==> config.mk <==
export PLATFORM = sky130hd
export DESIGN_NAME = cms_fifo
export DESIGN_NICKNAME = d
export VERILOG_FILES = /design/src/hw/rtl/cms_fifo.sv
export SDC_FILE = /design/constraint.sdc
export NUM_CORES = 1
export LEC_CHECK = 0
export ABC_AREA = 1
export BUFFER_PORTS_ARGS = -buffer_cell sky130_fd_sc_hd__buf_2
export CORE_AREA = 4 4 59 61
export CTS_BUF_LIST = sky130_fd_sc_hd__clkbuf_8 sky130_fd_sc_hd__clkbuf_16
export CTS_CLUSTER_DIAMETER = 80
export DETAILED_ROUTE_END_ITERATION = 10
export DIE_AREA = 0 0 63 65
export PLACE_DENSITY_LB_ADDON = 0.12
export SYNTH_ARGS = -nofsm -noshare
export SYNTH_HDL_FRONTEND = slang
export SYNTH_SLANG_ARGS = --single-unit
==> constraint.sdc <==
create_clock -name clock -period 4.1 [get_ports clock]
set_input_delay 0.205 -clock clock [delete_from_list [all_inputs] [get_ports clock]]
set_output_delay 0.205 -clock clock [all_outputs]
set_load 0.01 [all_outputs]
==> src/hw/rtl/cms_fifo.sv <==
// Small register queue with push/pop handshake.
`default_nettype none

module cms_fifo #(
   parameter int WIDTH = 8,
   parameter int DEPTH = 4
) (
   input  wire logic             clock,
   input  wire logic             reset,
   input  wire logic             push,
   input  wire logic             pop,
   input  wire logic [WIDTH-1:0] wdata,
   output logic      [WIDTH-1:0] rdata,
   output logic                  full,
   output logic                  empty
);
   localparam int PTR_W = (DEPTH > 1) ? $clog2(DEPTH) : 1;
   localparam int CNT_W = $clog2(DEPTH + 1);

   logic [WIDTH-1:0] store_ff [DEPTH];
   logic [PTR_W-1:0] wr_ptr_ff, wr_ptr_in, rd_ptr_ff, rd_ptr_in;
   logic [CNT_W-1:0] count_ff, count_in;
   logic             do_push, do_pop;

   assign full    = (count_ff == CNT_W'(DEPTH));
   assign empty   = (count_ff == '0);
   assign do_push = push && !full;
   assign do_pop  = pop && !empty;
   assign rdata   = store_ff[rd_ptr_ff];

   always_comb begin
      wr_ptr_in = wr_ptr_ff;
      rd_ptr_in = rd_ptr_ff;
      count_in  = count_ff;
      if (do_push) begin
         wr_ptr_in = (wr_ptr_ff == PTR_W'(DEPTH - 1)) ? '0 : wr_ptr_ff + 1'b1;
      end
      if (do_pop) begin
         rd_ptr_in = (rd_ptr_ff == PTR_W'(DEPTH - 1)) ? '0 : rd_ptr_ff + 1'b1;
      end
      if (do_push && !do_pop) begin
         count_in = count_ff + 1'b1;
      end else if (do_pop && !do_push) begin
         count_in = count_ff - 1'b1;
      end
   end

   always_ff @(posedge clock) begin
      if (reset) begin
         wr_ptr_ff <= '0;
         rd_ptr_ff <= '0;
         count_ff  <= '0;
      end else begin
         wr_ptr_ff <= wr_ptr_in;
         rd_ptr_ff <= rd_ptr_in;
         count_ff  <= count_in;
      end
   end

   always_ff @(posedge clock) begin
      if (do_push) begin
         store_ff[wr_ptr_ff] <= wdata;
      end
   end

endmodule

`default_nettype wire

==> impl_metrics.tcl, run 1 <==
set metrics [dict create \
    crit_path_top_delay_cell "dfxtp_1" \
    post_synth.cell_area_avg_um2 11.5 \
    synth_edf_count 32 \
    cap_viol_max_count 0 \
    setup_viol 0 \
    detailroute.via_count 1059 \
    total_power_mw 1.23 \
    postSynthRegisterBits 41 \
    syn_area_um2 1700 \
    clk_root_buffer_cell "clkbuf_8" \
    drive_gt1_share_pct 19.5 \
    max_frequency_ghz 0.524 \
    fraction_of_synthesized_cell_area_in_xor_and_xnor_cells_pct 0.516 \
    worst_path_largest_cell_delay_ns 0.68 \
    setup.worst_path.end_class "primary output" \
    groute.usage.overall_pct 14.4 \
    synth_async_sr_flop_share_pct 0 \
    drt_first_iter_violations 23 \
    post_synth_fa_ha_maj_area_fraction_pct 5.60 \
    layout_worst_path_cycle_share_pct 46.6 \
    post_synth_main_area_contributors "edfxtp_1, dfxtp_1, nor2_1, ha_1, o21ai_0" \
    cts.clk_slew.worst_paths_ns 0.08 \
    finClkSkew_ns 0.00835 \
    vias_per_cell 5.12 \
    clock_sinks 41 \
    worst_slew_margin_rel_pct 48.3 \
    power.density_nw_per_um2 635 \
    yosys.cell_types.count 19 \
    first_pass_grt_wire_length_um 4380 \
    largest_net_degree_at_the_start_of_global_routing 18 \
    dpl.hpwl_um 1960 \
    maxSlewViolCount 0 \
    synth_largest_type_area_fraction_pct 56.6 \
    post_drt_wl_per_cell_um 13.3 \
    run_status "finished clean" \
    clock_tree.buffer_depth 2 \
    synth_top_cell_by_area "edfxtp_1" \
    worstPathCellList "inv_2 -> o21ai_0 -> o22ai_1 -> buf_2" \
    maxUsedRoutingLayer "met4" \
    fin_crit_ns 1.91 \
    static-leakage-power_nw 0.792 \
    setup_ws_ns 2.19 \
    fin_setup_tns_ns 0 \
    timing.critical_path.depth 4 \
    post_cts.resized_instances 0 \
    cts_tree "done" \
    hold_viol 0 \
    ioPinCount 22 \
    met3_length_um 120 \
    number_of_rows_in_the_core_area 20 \
    place_area_um2 1820 \
    timing_worst_slew_pin_value_ns 0.773 \
    ys.warnings.count 0 \
    placer_congestion_estimate 0.794 \
    worstHoldPathCells 2 \
    layout.filler_cells 237 \
    gr-total-overflow 0 \
    path_buf_inv 2 \
    wl_met2_um 1510 \
    clk_latency_ns 0.28 \
    rr_worst_depth 9 \
    postCtsSetupRepairBufs 0 \
    area_growth_syn_to_layout_pct 14.0 \
    num-nets-final 192 \
    core_area_um2 2980 \
    hold-worst-slack_ns 0.0805 \
    dieArea_um2 4100 \
    floorplan.initialDensity_pct 57.0 \
    die_h_um 65 \
    drt_pre_antenna_iters 6 \
    horizontal_die_dimension_um 63 \
    synth-seq-area-share_pct 67.3 \
    vdd_drop_max_v 0.000337 \
    antenna_found_initial 0 \
    synth_compound_gate_area_share_pct 9.22 \
    crit_type "reg2out" \
    drc 0 \
    drt.antenna.violating_nets 0 \
    synth_top_cells_by_count "nor2_1, edfxtp_1, inv_1" \
    tritoncts.num_buffers 5 \
    synth.area.mux_share_pct 0 \
    htree_num_levels 2 \
    top_delay_family_on_crit_path "flip-flops" \
    crit_path_max_fanout 17 \
    post_synth_inst_count 147 \
    largest_family_of_logic_cells_by_synthesized_area "simple AND/OR/NAND/NOR gates" \
    cp_data_required_time_ns 3.89 \
    ff2ff_setup_slack_ns 2.24 \
    dominantRegCellSynth "edfxtp_1" \
    final_area_um2 1930 \
    synth_most_common_cell "nor2_1" \
    routed_wirelength_um 2760 \
    wl_met1_um 1100 \
    synth_fp_nets 166 \
    antenna_cells 0 \
    yosys.area_share.simple_pct 12.1 \
    worstHoldPathType "in2reg" \
    critical_path_arrival_ns 1.70 \
    setup.worst_path.start_class "flop" \
    unrepaired_setup_endpoints_after_global_routing "false" \
    vias_in_the_first_global_route 1032 \
    port_buffers 21 \
    place_ws_ns 2.25 \
    post_cts_hold_buffer_count 0 \
]
-- sequential cells by signal, indices dropped and copies added (netlist names), named ones only --
| register | cells |
|---|---|
| wr_ptr_ff | 2 |
| store_ff | 32 |
| count_ff | 3 |
| rd_ptr_ff | 2 |
-- layout by cell type (no fill, tap or decap) --
cell type and instances:
nor2_1 33, edfxtp_1 32, buf_2 21, inv_1 17
nand2_1 13, o21ai_0 13, dfxtp_1 9, o22ai_1 8
ha_1 6, clkbuf_8 6, o21ai_2 3, a21oi_1 2
nand3b_1 2, nand2_2 1, inv_2 1, o21ai_1 1
xor2_1 1, nand3_1 1, nand4_1 1, fa_1 1
clkbuf_16 1, inv_4 1
-- layer usage --
layer | global-route usage [%] | vias up
met5 | 0 | -
met4 | 5.79 | 0
met3 | 4.68 | 2
met2 | 27.0 | 20
met1 | 14.7 | 487
li1 | - | 550
-- final cells by class --
cell class | instances | area (um^2) | area share [%]
clock buffers | 7 | 108 | 5.56
clock inverters | 1 | 6.26 | 0.323
inverters | 18 | 67.6 | 3.49
multi-input cells | 86 | 465 | 24.1
flip-flops and latches | 41 | 1140 | 59.0
well taps | 33 | 41.3 | 2.13
repair buffers | 21 | 105 | 5.43
-- path summary, 6_finish.rpt --
check | start | end
max | flop | rdata[2]
min | reset | count_ff[0]$_SDFFE_PP0P_
max reg2reg | count_ff[0]$_SDFFE_PP0P_ | count_ff[1]$_SDFFE_PP0P_
min reg2reg | rd_ptr_ff[1]$_SDFFE_PP0P_ | rd_ptr_ff[1]$_SDFFE_PP0P_
-- per-stage QoR --
stage / instances / util [%]
floorplan: 147 / -
global placement: 199 / 61.1
detailed placement: 199 / 61.1
CTS: 207 / 65.0
global route: 207 / 65.0
finish: 207 / 65.0
-- cell families after synthesis --
kind of cell             after synthesis
adder cells (fa/ha/maj)                7
buffers and inverters                 20
AO/OA/AOI/OAI                         27
XOR/XNOR                               1
flip-flops                            41
AND/OR/NAND/NOR                       51
-- power breakdown --
part           total, mW  switching (mW)  internal, mW
sequential         0.568          0.0524         0.516
clock              0.300           0.127         0.174
combinational      0.361           0.220         0.140
(Power assumes the default switching activity.)
==> run 2, diff against run 1 <==
--- a/config.mk
+++ b/config.mk
@@ -5,13 +5,13 @@
 export SDC_FILE = /design/constraint.sdc
 export NUM_CORES = 1
 export LEC_CHECK = 0
-export ABC_AREA = 1
+export ABC_AREA = 0
 export BUFFER_PORTS_ARGS = -buffer_cell sky130_fd_sc_hd__buf_2
-export CORE_AREA = 4 4 59 61
+export CORE_AREA = 4 4 60 62
 export CTS_BUF_LIST = sky130_fd_sc_hd__clkbuf_8 sky130_fd_sc_hd__clkbuf_16
 export CTS_CLUSTER_DIAMETER = 80
 export DETAILED_ROUTE_END_ITERATION = 10
-export DIE_AREA = 0 0 63 65
+export DIE_AREA = 0 0 64 66
 export PLACE_DENSITY_LB_ADDON = 0.12
 export SYNTH_ARGS = -nofsm -noshare
 export SYNTH_HDL_FRONTEND = slang
==> constraint.sdc (replaced) <==
create_clock -name clock -period 1.95 [get_ports clock]
set_input_delay 0.0975 -clock clock [delete_from_list [all_inputs] [get_ports clock]]
set_output_delay 0.0975 -clock clock [all_outputs]
set_load 0.01 [all_outputs]
==> impl_metrics.tcl, run 2 <==
set metrics [dict create \
    hold-worst-slack_ns 0.0274 \
    yosys.cell_types.count 26 \
    critical_path_arrival_ns 2.16 \
    vdd_drop_max_v 0.000739 \
    layout_worst_path_cycle_share_pct 99.7 \
    timing_worst_slew_pin_value_ns 0.383 \
    drt_pre_antenna_iters 4 \
    post_synth.cell_area_avg_um2 17.9 \
    clock_sinks 41 \
    htree_num_levels 2 \
    synth_top_cells_by_count "edfxtp_1, dfxtp_1, mux4_2" \
    post_synth_main_area_contributors "edfxtp_1, dfxtp_1, mux4_2, ha_1, and3_2" \
    largest_net_degree_at_the_start_of_global_routing 13 \
    die_h_um 66 \
    layout_top_registers "store_ff: 32 flops, count_ff: 3 flops" \
    maxSlewViolCount 0 \
    gr-total-overflow 0 \
    crit_type "reg2reg" \
    power.density_nw_per_um2 1190 \
    post_drt_wl_per_cell_um 14.4 \
    worst_path_largest_cell_delay_ns 0.34 \
    first_pass_grt_wire_length_um 4250 \
    static-leakage-power_nw 0.733 \
    detailroute.via_count 849 \
    dominantRegCellSynth "edfxtp_1" \
    port_buffers 21 \
    fin_setup_tns_ns 0 \
    core_area_um2 3030 \
    setup_ws_ns 0.00657 \
    clk_latency_ns 0.29 \
    cp_data_required_time_ns 2.17 \
    unrepaired_setup_endpoints_after_global_routing "true" \
    postSynthRegisterBits 41 \
    cts.clk_slew.worst_paths_ns 0.07 \
    drive_gt1_share_pct 48.0 \
    routed_wirelength_um 2430 \
    synth_largest_type_area_fraction_pct 58.4 \
    num-nets-final 143 \
    synth_async_sr_flop_share_pct 0 \
    layout.filler_cells 208 \
    setup.worst_path.start_class "flop" \
    cap_viol_max_count 0 \
    drc 0 \
    worstPathCellList "or3b_4 -> clkinv_4 -> nor2_4 -> ha_4 -> inv_2 -> fa_2 -> xor2_1 -> or3_4 -> a21oi_2" \
    numPlacedInstances 161 \
    top_delay_family_on_crit_path "simple AND/OR/NAND/NOR gates" \
    finClkSkew_ns 0.00632 \
    cts_tree "done" \
    crit_path_top_delay_cell "dfxtp_2" \
    clk_root_buffer_cell "clkbuf_8" \
    synth-seq-area-share_pct 69.4 \
    run_status "finished clean" \
    layout_commonest_cell "edfxtp_1" \
    vias_in_the_first_global_route 894 \
    fin_crit_ns 1.94 \
    synth_most_common_cell "edfxtp_1" \
    groute.usage.overall_pct 13.9 \
    synth_edf_count 32 \
    crit_path_max_fanout 5 \
    largest_register_ffs 32 \
    place_area_um2 1860 \
    area_growth_syn_to_layout_pct 19.2 \
    tritoncts.num_buffers 5 \
    final_area_um2 1960 \
    number_of_rows_in_the_core_area 20 \
    drt.antenna.violating_nets 0 \
    vias_per_cell 5.02 \
    place_ws_ns -0.0501 \
    worst_slew_margin_rel_pct 74.4 \
    setup_viol 0 \
    regMostFlops "store_ff" \
    worstHoldPathType "in2reg" \
    syn_area_um2 1650 \
    drt_first_iter_violations 58 \
    postCtsSetupRepairBufs 0 \
    setup.worst_path.end_class "flop" \
    floorplan.initialDensity_pct 54.3 \
    antenna_found_initial 0 \
    hold_viol 0 \
    ys.warnings.count 0 \
    placer_congestion_estimate 0.731 \
    antenna_cells 0 \
    path_buf_inv 2 \
    post_synth_inst_count 92 \
    horizontal_die_dimension_um 64 \
    fin_cells 169 \
    dpl.hpwl_um 1710 \
    synth_fp_nets 111 \
    synth_top_cell_by_area "edfxtp_1" \
    clock_tree.buffer_depth 2 \
    max_frequency_ghz 0.515 \
    most-common-layout-cells "edfxtp_1, buf_2, mux4_2, buf_4, dfxtp_1" \
    dieArea_um2 4220 \
    ioPinCount 22 \
]
[run 2: area by class of cell]
class	instances	area [um^2]	share of cell area, %
flip-flops and latches	41	1150	58.6
multi-input cells	42	487	24.8
repair buffers	29	165	8.42
clock buffers	5	68.8	3.51
well taps	44	55.1	2.81
inverters	5	23.8	1.21
clock inverters	3	12.5	0.638
[run 2: worst paths after layout]
check	startpoint	end	slack [ns]	cells after the start
max	count_ff[2]$_SDFFE_PP0P_	count_ff[2]$_SDFFE_PP0P_	0.007	9
min reg2reg	rd_ptr_ff[0]$_SDFFE_PP0P_	flop	0.50	2
min	wdata[3]	store_ff[2][3]$_DFFE_PP_	0.03	1
max reg2reg	count_ff[2]$_SDFFE_PP0P_	count_ff[2]$_SDFFE_PP0P_	0.007	9
[run 2: cells by family (layout without fill, tap and decap cells)]
family	Yosys count	after routing	synth area share, %
AO/OA/AOI/OAI	7	7	3.04
flip-flops	41	41	69.4
multiplexers	10	10	12.2
AND/OR/NAND/NOR	16	16	5.70
buffers and inverters	9	42	2.89
adder cells (fa/ha/maj)	7	7	5.78
XOR/XNOR	2	2	1.06
[run 2: stage by stage]
step / util (%) / power, mW
after floorplan: - / 1.61
after global placement: 61.6 / 1.83
after detailed placement: 61.6 / 1.84
after CTS: 64.5 / 2.36
after global routing: 64.8 / 2.51
final: 64.8 / 2.34
[run 2: where the power goes]
group / switching [mW] / internal [mW] / leakage [nW]
Sequential: 0.0610 / 1.08 / 0.369
Clock: 0.259 / 0.240 / 0.0430
Combinational: 0.331 / 0.376 / 0.321
[run 2: per-layer routing]
layer	global-route usage [%]	up-vias	routed length [um]
li1	-	415	-
met1	16.3	407	998
met2	23.0	21	1240
met3	4.93	6	140
met4	6.47	0	51
met5	0	-	0
[run 2: timing repair]
| action | 4_1_cts | 5_1_grt |
|---|---|---|
| gates resized for setup | 2 | 1 |
| pin swaps | 4 | 0 |
| endpoints found under the setup margin | 1 | 1 |
| hold buffers | 0 | 0 |
