## src/hw/rtl/cms_pkg.sv

```systemverilog
// Shared constants and types of the cube-map bilinear sampler.
`default_nettype none

package cms_pkg;

   localparam int MAX_FACE_EDGE_DEF    = 32;
   localparam int WEIGHT_FRAC_BITS_DEF = 12;

   localparam int FACE_COUNT = 6;
   localparam int CH_W       = 16;
   localparam int DIR_W      = 16;
   localparam int FACE_W     = 3;
   localparam int COORD_W    = 5;
   localparam int EDGE_W     = 6;
   localparam int TEXEL_W    = 4 * CH_W;
   localparam int AXIS_W     = DIR_W + 1;
   localparam int DEN_W      = DIR_W + 1;
   localparam int Q_DEPTH    = 4;
   localparam int OUT_DEPTH  = 2;

   localparam logic [EDGE_W-1:0] EDGE_RESET = 6'd32;

   localparam logic ACTION_WRITE  = 1'b0;
   localparam logic ACTION_SAMPLE = 1'b1;

   localparam logic [FACE_W-1:0] FACE_POS_X = 3'd0;
   localparam logic [FACE_W-1:0] FACE_NEG_X = 3'd1;
   localparam logic [FACE_W-1:0] FACE_POS_Y = 3'd2;
   localparam logic [FACE_W-1:0] FACE_NEG_Y = 3'd3;
   localparam logic [FACE_W-1:0] FACE_POS_Z = 3'd4;
   localparam logic [FACE_W-1:0] FACE_NEG_Z = 3'd5;

   typedef struct packed {
      logic               sample;
      logic [FACE_W-1:0]  face;
      logic               zero;
      logic [COORD_W-1:0] col;
      logic [COORD_W-1:0] row;
      logic [TEXEL_W-1:0] texel;
   } item_type;

   typedef struct packed {
      logic [CH_W-1:0]   red;
      logic [CH_W-1:0]   green;
      logic [CH_W-1:0]   blue;
      logic [CH_W-1:0]   alpha;
      logic [FACE_W-1:0] face;
      logic              zero;
   } result_type;

endpackage

`default_nettype wire

```

## src/hw/rtl/cms_front.sv

```systemverilog
// Front end: accepts items, picks the cube face and forms the division operands.
`default_nettype none

module cms_front #(
   parameter int MAX_FACE_EDGE    = 32,
   parameter int WEIGHT_FRAC_BITS = 12,
   localparam int EW = $clog2(MAX_FACE_EDGE + 1),
   localparam int QW = $clog2(MAX_FACE_EDGE) + WEIGHT_FRAC_BITS,
   localparam int RW = QW + cms_pkg::DEN_W
) (
   input  wire logic                                clock,
   input  wire logic                                reset,
   input  wire logic                                push,
   output logic                                     full,
   input  wire logic                                req_action,
   input  wire logic        [cms_pkg::FACE_W-1:0]   req_write_face,
   input  wire logic        [cms_pkg::COORD_W-1:0]  req_write_col,
   input  wire logic        [cms_pkg::COORD_W-1:0]  req_write_row,
   input  wire logic        [cms_pkg::CH_W-1:0]     req_red_in,
   input  wire logic        [cms_pkg::CH_W-1:0]     req_green_in,
   input  wire logic        [cms_pkg::CH_W-1:0]     req_blue_in,
   input  wire logic        [cms_pkg::CH_W-1:0]     req_alpha_in,
   input  wire logic signed [cms_pkg::DIR_W-1:0]    req_dir_x,
   input  wire logic signed [cms_pkg::DIR_W-1:0]    req_dir_y,
   input  wire logic signed [cms_pkg::DIR_W-1:0]    req_dir_z,
   input  wire logic        [EW-1:0]                edge_use,
   input  wire logic                                q_full,
   output logic                                     q_push,
   output cms_pkg::item_type                        q_item,
   output logic             [RW-1:0]                q_num_u,
   output logic             [RW-1:0]                q_num_v,
   output logic             [cms_pkg::DEN_W-1:0]    q_den
);
   import cms_pkg::*;

   localparam int PW = AXIS_W + EW + 2;

   logic signed [AXIS_W-1:0] dx, dy, dz, sc_c, tc_c;
   logic        [AXIS_W-1:0] ax, ay, az, ma_c;
   logic        [FACE_W-1:0] face_c;
   logic                     zero_c, good_write, keep, load;

   logic                     f_valid_ff, f_valid_in;
   item_type                 f_item_ff;
   logic signed [AXIS_W-1:0] f_sc_ff, f_tc_ff;
   logic        [AXIS_W-1:0] f_ma_ff;

   logic signed [PW-1:0]     eu_s, eum1_s, ma_s, num_u, num_v;

   always_comb begin
      dx = AXIS_W'(req_dir_x);
      dy = AXIS_W'(req_dir_y);
      dz = AXIS_W'(req_dir_z);
      ax = (dx < 0) ? AXIS_W'(-dx) : AXIS_W'(dx);
      ay = (dy < 0) ? AXIS_W'(-dy) : AXIS_W'(dy);
      az = (dz < 0) ? AXIS_W'(-dz) : AXIS_W'(dz);
      zero_c = (ax == '0) && (ay == '0) && (az == '0);
      if (zero_c) begin
         face_c = FACE_POS_X;
         sc_c   = '0;
         tc_c   = '0;
         ma_c   = AXIS_W'(1);
      end else if (ax >= ay && ax >= az) begin
         face_c = (dx >= 0) ? FACE_POS_X : FACE_NEG_X;
         sc_c   = (dx >= 0) ? -dz : dz;
         tc_c   = -dy;
         ma_c   = ax;
      end else if (ay >= az) begin
         face_c = (dy >= 0) ? FACE_POS_Y : FACE_NEG_Y;
         sc_c   = dx;
         tc_c   = (dy >= 0) ? dz : -dz;
         ma_c   = ay;
      end else begin
         face_c = (dz >= 0) ? FACE_POS_Z : FACE_NEG_Z;
         sc_c   = (dz >= 0) ? dx : -dx;
         tc_c   = -dy;
         ma_c   = az;
      end
      good_write = (int'(req_write_face) < FACE_COUNT)
                   && (int'(req_write_col) < MAX_FACE_EDGE)
                   && (int'(req_write_row) < MAX_FACE_EDGE);
      keep = (req_action == ACTION_SAMPLE) || good_write;
   end

   // drop bad writes here: they never leave a trace
   assign full   = f_valid_ff && q_full;
   assign load   = push && !full;
   assign q_push = f_valid_ff && !q_full;

   always_comb begin
      f_valid_in = f_valid_ff;
      if (load) begin
         f_valid_in = keep;
      end else if (q_push) begin
         f_valid_in = 1'b0;
      end
   end

   always_ff @(posedge clock) begin
      if (reset) begin
         f_valid_ff <= 1'b0;
      end else begin
         f_valid_ff <= f_valid_in;
      end
   end

   always_ff @(posedge clock) begin
      if (load) begin
         f_item_ff.sample <= (req_action == ACTION_SAMPLE);
         f_item_ff.face   <= (req_action == ACTION_SAMPLE) ? face_c : req_write_face;
         f_item_ff.zero   <= zero_c;
         f_item_ff.col    <= req_write_col;
         f_item_ff.row    <= req_write_row;
         f_item_ff.texel  <= {req_alpha_in, req_blue_in, req_green_in, req_red_in};
         f_sc_ff          <= sc_c;
         f_tc_ff          <= tc_c;
         f_ma_ff          <= ma_c;
      end
   end

   // numerator 2^W*(sc*edge + (edge-1)*ma) + ma; negative positions become zero
   always_comb begin
      eu_s   = PW'($signed({1'b0, edge_use}));
      eum1_s = eu_s - PW'(1);
      ma_s   = PW'($signed({1'b0, f_ma_ff}));
      num_u  = PW'(f_sc_ff) * eu_s + eum1_s * ma_s;
      num_v  = PW'(f_tc_ff) * eu_s + eum1_s * ma_s;
      q_num_u = (num_u < 0) ? '0
                : (RW'($unsigned(num_u)) << WEIGHT_FRAC_BITS) + RW'(f_ma_ff);
      q_num_v = (num_v < 0) ? '0
                : (RW'($unsigned(num_v)) << WEIGHT_FRAC_BITS) + RW'(f_ma_ff);
      q_den   = DEN_W'({f_ma_ff, 1'b0});
   end

   assign q_item = f_item_ff;

endmodule

`default_nettype wire

```

## config.mk

```make
export PLATFORM = sky130hd
export DESIGN_NAME = cms_front
export DESIGN_NICKNAME = d
export VERILOG_FILES = /design/src/hw/rtl/cms_pkg.sv /design/src/hw/rtl/cms_front.sv
export SDC_FILE = /design/constraint.sdc
export NUM_CORES = 1
export LEC_CHECK = 0
export BUFFER_PORTS_ARGS = -buffer_cell sky130_fd_sc_hd__buf_2
export CORE_ASPECT_RATIO = 0.9
export CORE_UTILIZATION = 49
export CTS_CLUSTER_SIZE = 30
export DETAILED_ROUTE_END_ITERATION = 12
export PLACE_DENSITY = 0.7
export SETUP_SLACK_MARGIN = 0.4
export SLEW_MARGIN = 40
export SYNTH_ARGS = -nofsm -noshare
export SYNTH_HDL_FRONTEND = slang
export SYNTH_SLANG_ARGS = --single-unit
```

## constraint.sdc

```tcl
create_clock -name clock -period 9.82 [get_ports clock]
set_input_delay 0 -clock clock [delete_from_list [all_inputs] [get_ports clock]]
set_output_delay 0 -clock clock [all_outputs]
set_load 0.02 [all_outputs]
```

==> results of run 1 <==
## timing repair
action                                  4_1_cts  5_1_grt
pin swaps                                     1       17
endpoints found under the hold margin        84        0
hold buffers                                 80        0
resized for setup                            11       67
endpoints found under the setup margin       42       68
setup buffers                                10       18
## state kept, by name, summed over array words and instances, names as in the netlist
register / cells
q_item: 79
f_ma_ff: 17
f_sc_ff: 17
f_tc_ff: 17
f_valid_ff: 1
## critical path, delay by kind of cell (launching register included)
| family | cells | cell delay, ns |
|---|---|---|
| and+or+nand+nor | 10 | 2.50 |
| xor gates and xnor gates | 1 | 0.17 |
| adders and majority gates | 9 | 3.85 |
| buffers and inverters | 7 | 0.78 |
| DFF | 1 | 0.53 |
| AOI/OAI and AO/OA | 5 | 0.84 |
## cell families after synthesis
family | after synthesis | synth area share (%)
XOR/XNOR | 169 | 6.59
other | 1 | 0.0165
multiplexers | 14 | 0.615
flip-flops | 131 | 17.2
AND/OR/NAND/NOR | 840 | 19.0
AO/OA/AOI/OAI | 360 | 10.5
adder cells (fa/ha/maj) | 508 | 36.8
buffers and inverters | 545 | 9.32
## Yosys cell counts (all sizes together), types with 12 or more instances
cell type	instances
nand4	23
fa	269
or3	15
o21ai	78
nor4	21
a31oi	12
xor2	62
nand2	170
xnor2	106
buf	28
a211oi	43
o21a	28
edfxtp	130
a21o	31
nand3	26
nor2b	27
inv	442
nand2b	23
mux2i	14
nor2	213
nor3	68
clkbuf	75
and2	208
a21oi	87
ha	239
## through the flow
stage / utilization [%] / cell area (um^2) / instances / setup WS, ns / hold WS [ns]
after floorplan: - / 22800 / 2570 / 0.679 / 0.0724
after global placement: 54.7 / 25000 / 3420 / 0.405 / 0.177
after detailed placement: 54.7 / 25000 / 3422 / 0.226 / 0.178
after CTS: 58.0 / 26500 / 3544 / 0.406 / 0.00674
after global routing: 59.0 / 26900 / 3563 / 0.316 / 0.0358
final: 59.0 / 26900 / 3565 / 0.674 / 0.0355
## how the worst max path moves through the flow
| stage | start | to | slack (ns) | depth (start not counted) |
|---|---|---|---|---|
| final | f_ma_ff[4] | q_num_v[33] | 0.67 | 32 |
| after CTS | edge_use[2] | q_num_u[4] | 0.41 | 36 |
| after floorplan | edge_use[2] | q_num_v[32] | 0.68 | 33 |
| after detailed placement | edge_use[2] | q_num_v[33] | 0.23 | 31 |
| after global routing | f_ma_ff[4] | q_num_v[33] | 0.32 | 33 |
| after global placement | edge_use[2] | q_num_v[33] | 0.40 | 31 |
## area by class of cell
cell class / instances / share of cell area (%)
clock inverters: 15 / 0.590
multi-input cells: 1894 / 63.5
inverters: 442 / 6.23
clock buffers: 17 / 1.58
diodes: 3 / 0.0279
well taps: 608 / 2.82
repair buffers: 455 / 10.7
flip-flops and latches: 131 / 14.6
## per-layer routing
layer | wire (um) | global-route usage, % | part of all wire, % | up-vias
li1 | - | - | - | 9127
met1 | 31200 | 40.5 | 43 | 9619
met2 | 34900 | 52.0 | 47 | 757
met3 | 4130 | 3.79 | 5.6 | 120
met4 | 3180 | 13.2 | 4.3 | 0
met5 | 0 | 0 | 0 | -
==> flow_summary.yaml, run 1 <==
timing:
  fmax_ghz: 0.109
  rsz0062_at_grt: "no"
  tightest_slew_ns: 0.778
  max_slew_margin_pct: 47.7
  tns_ns: 0
  timing.final.crit_share_pct: 93.1
  fin_crit_ns: 9.15
  slew_viol_final: 0
  fin_worst_skew_ns: 0.00828
  final-setup-viol-count: 0
  hold_viol: 0
route:
  wl_per_cell_um: 20.6
  routed_wl_mm: 73.4
  drtPass1Iterations: 6
  via_count: 19600
  ant_nets: 0
  drc: 0
  drt-vias-per-instance: 5.50
  drtIter0Drc: 1568
die:
  die_area_um2: 47300
  ioPinCount: 302
  die_w_um: 229
  rows: 74
  die_y_um: 207
  start_util_pct: 49.9
  coreArea_um2: 45600
cts:
  clkSlewWorstSetupHoldPaths_ns: 0.06
  cts_made_buffers: 17
  cts.sinks: 131
  cts_tree: "built"
  clk_latency_ns: 0.44
  clk_path_buf_depth: 2
  cts_root_buffer: "clkbuf_16"
  htreeDepth: 4
critical_path:
  endpoint_kind: "output port"
  r2r_cells: 3
  start_kind: "flip-flop"
  crit_arrival_ns: 9.15
  critical_path_class: "reg -> out"
  r2r_end: "q_item[64]"
  r2r_setup_slack_ns: 8.06
  worstReg2RegStart: "f_valid_ff"
  path_max_fanout: 6
  cpPeakStageDelay_ns: 0.57
  cpMostUsedCell: "fa_1"
  slowest_stage: "fa_1"
  cp.required_ns: 9.82
final_layout:
  multiInputGateArea_um2: 17100
  area_delta_synth_final_pct: 18.3
  fin_nets: 3585
  ff_latch_area_um2: 3920
  final_layout_size_suffix_gt1_share_pct: 16.9
  fillers: 4013
  final_cell_mix: "inv_1 (433), buf_2 (300), fa_1 (268), ha_1 (231), nor2_1 (207)"
  final_common_cell: "inv_1"
grt:
  grt_pass1_wl_mm: 112
  first_global_vias: 19500
  grt_max_degree: 79
  antenna_found_initial: 4
  grt_usage_pct: 31.0
  overflow: 0
logic_synthesis:
  yosys_warnings: 0
  synth.area.top_cells: "fa_1 (24%), edfxtp_1 (17%), ha_1 (13%), inv_1 (7.3%), and2_1 (5.7%)"
  synth_area_um2: 22800
  synthCells: 2568
  syn_avg_cell_area_um2: 8.87
  synth_edf_count: 130
  synth_top_flop_cell: "edfxtp_1"
  ys_seq_area_share_pct: 17.2
  netlist.area_leader.share_pct: 23.6
  yosysUniqueCellTypes: 85
  post-synth-top-area-cell: "fa_1"
  ys_ff_latch: 131
  ys_async_sr_fraction_pct: 0
worst_hold_path:
  holdPathStages: 3
  hp-class: "in -> reg"
  min-delay-start: "req_dir_x[0]"
  worstHoldEndpoint: "f_ma_ff[0]"
placed_design:
  portBuffers: 300
  routabilityCongestion: 0.980
  dp_hpwl_mm: 58.9
status:
  status: "finished, final reports clean"
job:
  drv_cap: 0
Power of run 1 is left out: the tool's default activity adds up to more than one toggle a clock period on the data nets, which glitch-free logic cannot reach.
==> run 2: changes to the inputs <==
CORE_MARGIN = 3   (was unset)
PLACE_DENSITY = 0.73   (was 0.7)
clock period = 7.37 ns   (was 9.82 ns; I/O delays follow)
==> run 2 against run 1 <==
Compared with the run above: the run now ends with negative setup slack left; critical path type is now in -> out; sequential share of layout area fell by 2.2 points; critical path depth rose by 5; clock skew rose by 0.0029 ns; first-iteration DRC count rose by 0.13%; die area rose by 3.7%.
==> flow_summary.yaml, run 2 (synthesized netlist as in run 1, its figures left out) <==
cts:
  clkSlewWorstSetupHoldPaths_ns: 0.06
  cts.sinks: 131
  clk_latency_ns: 0.46
  cts_root_buffer: "clkbuf_16"
  cts_tree: "built"
  cts_made_buffers: 17
  clk_path_buf_depth: 2
  htreeDepth: 4
die:
  rows: 74
  ioPinCount: 302
  die_area_um2: 49100
  coreArea_um2: 45600
  die_y_um: 211
  die_w_um: 233
  start_util_pct: 49.9
grt:
  grt_usage_pct: 33.1
  antenna_found_initial: 1
  grt_pass1_wl_mm: 125
  overflow: 0
  first_global_vias: 22600
  grt_max_degree: 86
worst_hold_path:
  hp-class: "in -> reg"
  min-delay-start: "req_dir_x[0]"
  holdPathStages: 3
final_layout:
  final_common_cell: "inv_1"
  area_delta_synth_final_pct: 39.1
  largest_reg_flops: 79
  stdcell_area_um2: 31700
  ff_latch_area_um2: 3920
  multiInputGateArea_um2: 18400
  final_cell_mix: "inv_1 (417), buf_4 (395), fa_1 (264), buf_2 (232), ha_1 (216)"
  fillers: 3345
  fin_nets: 3938
  final_layout_size_suffix_gt1_share_pct: 31.4
route:
  drtIter0Drc: 1570
  via_count: 21700
  drtPass1Iterations: 6
  drt-vias-per-instance: 5.55
  drc: 0
  routed_wl_mm: 82.9
  ant_nets: 0
  wl_per_cell_um: 21.2
timing:
  fin_worst_skew_ns: 0.0112
  timing.final.crit_share_pct: 120
  rsz0062_at_grt: "yes"
  max_slew_margin_pct: 43.5
  setup_ws_ns: -1.51
  fmax_ghz: 0.113
  final-setup-viol-count: 68
  hold_viol: 0
  fin_crit_ns: 8.88
  slew_viol_final: 0
  tightest_slew_ns: 0.848
status:
  status: "complete, but fails checks"
  violations: "negative setup slack"
critical_path:
  worstReg2RegStart: "f_valid_ff"
  critical_path_class: "in -> out"
  cpMostUsedCell: "fa_1"
  slowest_stage: "fa_1"
  cp.required_ns: 7.37
  path_max_fanout: 6
  cpPeakStageDelay_ns: 0.56
  start_kind: "input port"
  startpoint: "edge_use[0]"
  endpoint_kind: "output port"
  crit_arrival_ns: 8.88
  r2r_cells: 4
job:
  drv_cap: 0
placed_design:
  dp_hpwl_mm: 63.8
  post_dp_cell_area_um2: 28100
  routabilityCongestion: 1.04
  portBuffers: 300
run 2: cell types whose count changed in the layout (fill, tap and decap cells not counted), sizes merged:
cell         previous run  this run
buf                   375       729
diode                   3         1
clkinv                  3         5
clkinvlp                7         1
inv                   447       450
dlygate4sd3            80        79
bufinv                  0         1
run 2: per-stage QoR:
stage               setup slack (ns)  cells  hold slack (ns)  util [%]  setup TNS [ns]
floorplan                     -0.803   2570           0.0724         -          -50.39
CTS                            -1.33   3882          0.00511      67.9          -83.18
detailed placement             -1.47   3721            0.163      61.5          -95.52
finish                         -1.51   3916           0.0397      69.4          -90.69
global route                   -1.77   3915           0.0349      69.4         -109.93
global placement               -1.29   3719            0.159      61.5          -80.13
run 2: critical path: cells and delay by family:
| family | cells | cell delay (ns) |
|---|---|---|
| compound gates | 8 | 1.63 |
| simple gates | 6 | 1.11 |
| buf+inv | 11 | 1.11 |
| xor+xnor | 3 | 0.97 |
| fa+ha+maj | 9 | 4.01 |
run 2: layer usage:
| metal | share of wire, % | track usage [%] | up-vias |
|---|---|---|---|
| met5 | 0.011 | 0 | - |
| met4 | 6.1 | 17.3 | 2 |
| met3 | 6.5 | 4.85 | 239 |
| met2 | 48 | 55.6 | 1022 |
| met1 | 39 | 41.6 | 10600 |
| li1 | - | - | 9830 |
run 2: what timing repair did:
action	CTS	global route
pin swaps	79	81
setup buffers	46	33
gates resized for setup	268	90
endpoints found under the setup margin	68	68
hold buffers	79	0
hold endpoints to repair	78	0
gates cloned	4	0
run 2: layout make-up:
cell class | count | share of cell area [%]
diodes | 1 | 0.00790
multi-input cells | 1894 | 58.2
clock buffers | 17 | 1.34
repair buffers | 808 | 19.8
inverters | 442 | 5.26
clock inverters | 15 | 0.589
well taps | 608 | 2.40
flip-flops and latches | 131 | 12.4
run 2: final timing paths:
path,slack [ns],to
worst min-delay path,0.04,f_ma_ff[0]
worst max-delay path,-1.51,q_num_v[22]
worst max register to register,5.13,f_tc_ff[7]
worst min register to register,0.76,q_item[75]
Power of run 2 is left out for the same reason.
==> run 3: changes to the inputs <==
SKIP_CTS_REPAIR_TIMING = 1   (was unset)
==> run 3 against run 2 <==
Compared with the run above: the flow still finishes with violations (negative setup slack); routed wire length fell by 2.0%; hold slack improved by 0.0029 ns; register-to-register slack barely moved; sequential share of layout area rose by 0.10 points; highest routed layer unchanged; via count fell by 1.2%; critical path type is now reg -> out.
==> flow_summary.yaml, run 3 (synthesized netlist as in run 1, its figures left out) <==
status:
  status: "complete, but fails checks"
  violations: "negative setup slack"
cts:
  clk_latency_ns: 0.46
  htreeDepth: 4
  cts_tree: "built"
  cts_root_buffer: "clkbuf_16"
  cts_made_buffers: 17
  clk_path_buf_depth: 2
  cts.sinks: 131
  clkSlewWorstSetupHoldPaths_ns: 0.07
die:
  coreArea_um2: 45600
  die_area_um2: 49100
  rows: 74
  ioPinCount: 302
  die_w_um: 233
  die_y_um: 211
  start_util_pct: 49.9
critical_path:
  r2r_end: "f_ma_ff[11]"
  cp.required_ns: 7.37
  critical_path_class: "reg -> out"
  worstReg2RegStart: "f_valid_ff"
  cpPeakStageDelay_ns: 0.59
  path_max_fanout: 6
  cpMostUsedCell: "fa_1"
  r2r_cells: 4
  r2r_setup_slack_ns: 5.14
  slowest_stage: "fa_1"
  endpoint_kind: "output port"
  start_kind: "flip-flop"
  crit_arrival_ns: 8.81
worst_hold_path:
  min-delay-start: "req_dir_x[14]"
  hp-class: "in -> reg"
  holdPathStages: 3
  worstHoldEndpoint: "f_sc_ff[14]"
route:
  drtIter0Drc: 1592
  drtPass1Iterations: 6
  via_count: 21500
  drc: 0
  wl_per_cell_um: 20.8
  drt-vias-per-instance: 5.50
  ant_nets: 0
  routed_wl_mm: 81.3
placed_design:
  portBuffers: 300
  routabilityCongestion: 1.04
  placedCellCount: 3721
  dp_hpwl_mm: 63.8
final_layout:
  area_delta_synth_final_pct: 37.9
  instances_no_fill: 3900
  fillers: 3398
  final_layout_size_suffix_gt1_share_pct: 31.0
  fin_nets: 3920
  final_util_pct: 68.8
  final_common_cell: "inv_1"
  final_cell_mix: "inv_1 (416), buf_4 (380), fa_1 (266), buf_2 (232), ha_1 (211)"
  largest_reg_flops: 79
grt:
  antenna_found_initial: 2
  first_global_vias: 21200
  grt_pass1_wl_mm: 116
  grt_usage_pct: 30.5
  grt_max_degree: 86
  overflow: 0
timing:
  slew_viol_final: 0
  whs_ns: 0.0426
  fin_worst_skew_ns: 0.0137
  timing.final.crit_share_pct: 120
  max_slew_margin_pct: 41.7
  fin_crit_ns: 8.81
  tightest_slew_ns: 0.869
  fmax_ghz: 0.113
  setup_ws_ns: -1.44
  rsz0062_at_grt: "yes"
  final-setup-viol-count: 68
  hold_viol: 0
job:
  drv_cap: 0
run 3: cell types whose count changed in the layout (fill, tap and decap cells not counted), sizes merged:
cell,previous run,this run
diode,1,3
clkbuf,17,19
buf,729,709
run 3: stage by stage:
step	setup WS, ns	instance area, um^2	TNS (ns)
final	-1.44	31400	-84.47
after global routing	-1.70	31400	-102.08
after CTS	-1.68	28700	-104.69
after detailed placement	-1.47	28100	-95.52
after global placement	-1.29	28100	-80.13
after floorplan	-0.803	23700	-50.39
run 3: how the worst max path moves through the flow:
stage                     start          end  slack (ns)  cells past startpoint
finish               f_ma_ff[8]  q_num_v[22]       -1.44                     32
global route         f_ma_ff[4]  q_num_u[33]       -1.70                     35
detailed placement  edge_use[0]  q_num_u[18]       -1.47                     36
CTS                  f_ma_ff[2]  q_num_u[33]       -1.68                     31
floorplan           edge_use[1]  q_num_v[33]       -0.80                     35
global placement    edge_use[0]  q_num_v[22]       -1.29                     35
run 3: cell type report:
| class | count | area, um^2 | share of cell area [%] |
|---|---|---|---|
| Multi-Input combinational cell | 1894 | 18400 | 58.5 |
| Timing Repair Buffer | 790 | 6050 | 19.3 |
| Sequential cell | 131 | 3920 | 12.5 |
| Inverter | 442 | 1670 | 5.31 |
| Tap cell | 608 | 761 | 2.42 |
| Clock buffer | 17 | 425 | 1.35 |
| Clock inverter | 15 | 186 | 0.594 |
| Antenna cell | 3 | 7.51 | 0.0239 |
run 3: layer usage:
| layer | track usage [%] | vias up | part of all wire (%) |
|---|---|---|---|
| li1 | - | 9797 | - |
| met1 | 38.9 | 10400 | 39 |
| met2 | 51.5 | 979 | 49 |
| met3 | 4.78 | 244 | 6.6 |
| met4 | 13.8 | 2 | 5.7 |
| met5 | 0 | - | 0.011 |
run 3: critical path: cells and delay by family, from the launching register on:
| family | cells | cell delay, ns |
|---|---|---|
| compound gates | 6 | 1.26 |
| xor+xnor | 2 | 0.68 |
| fa+ha+maj | 9 | 3.99 |
| buf+inv | 9 | 0.97 |
| flops | 1 | 0.45 |
| simple gates | 6 | 0.98 |
Power of run 3 is left out for the same reason.
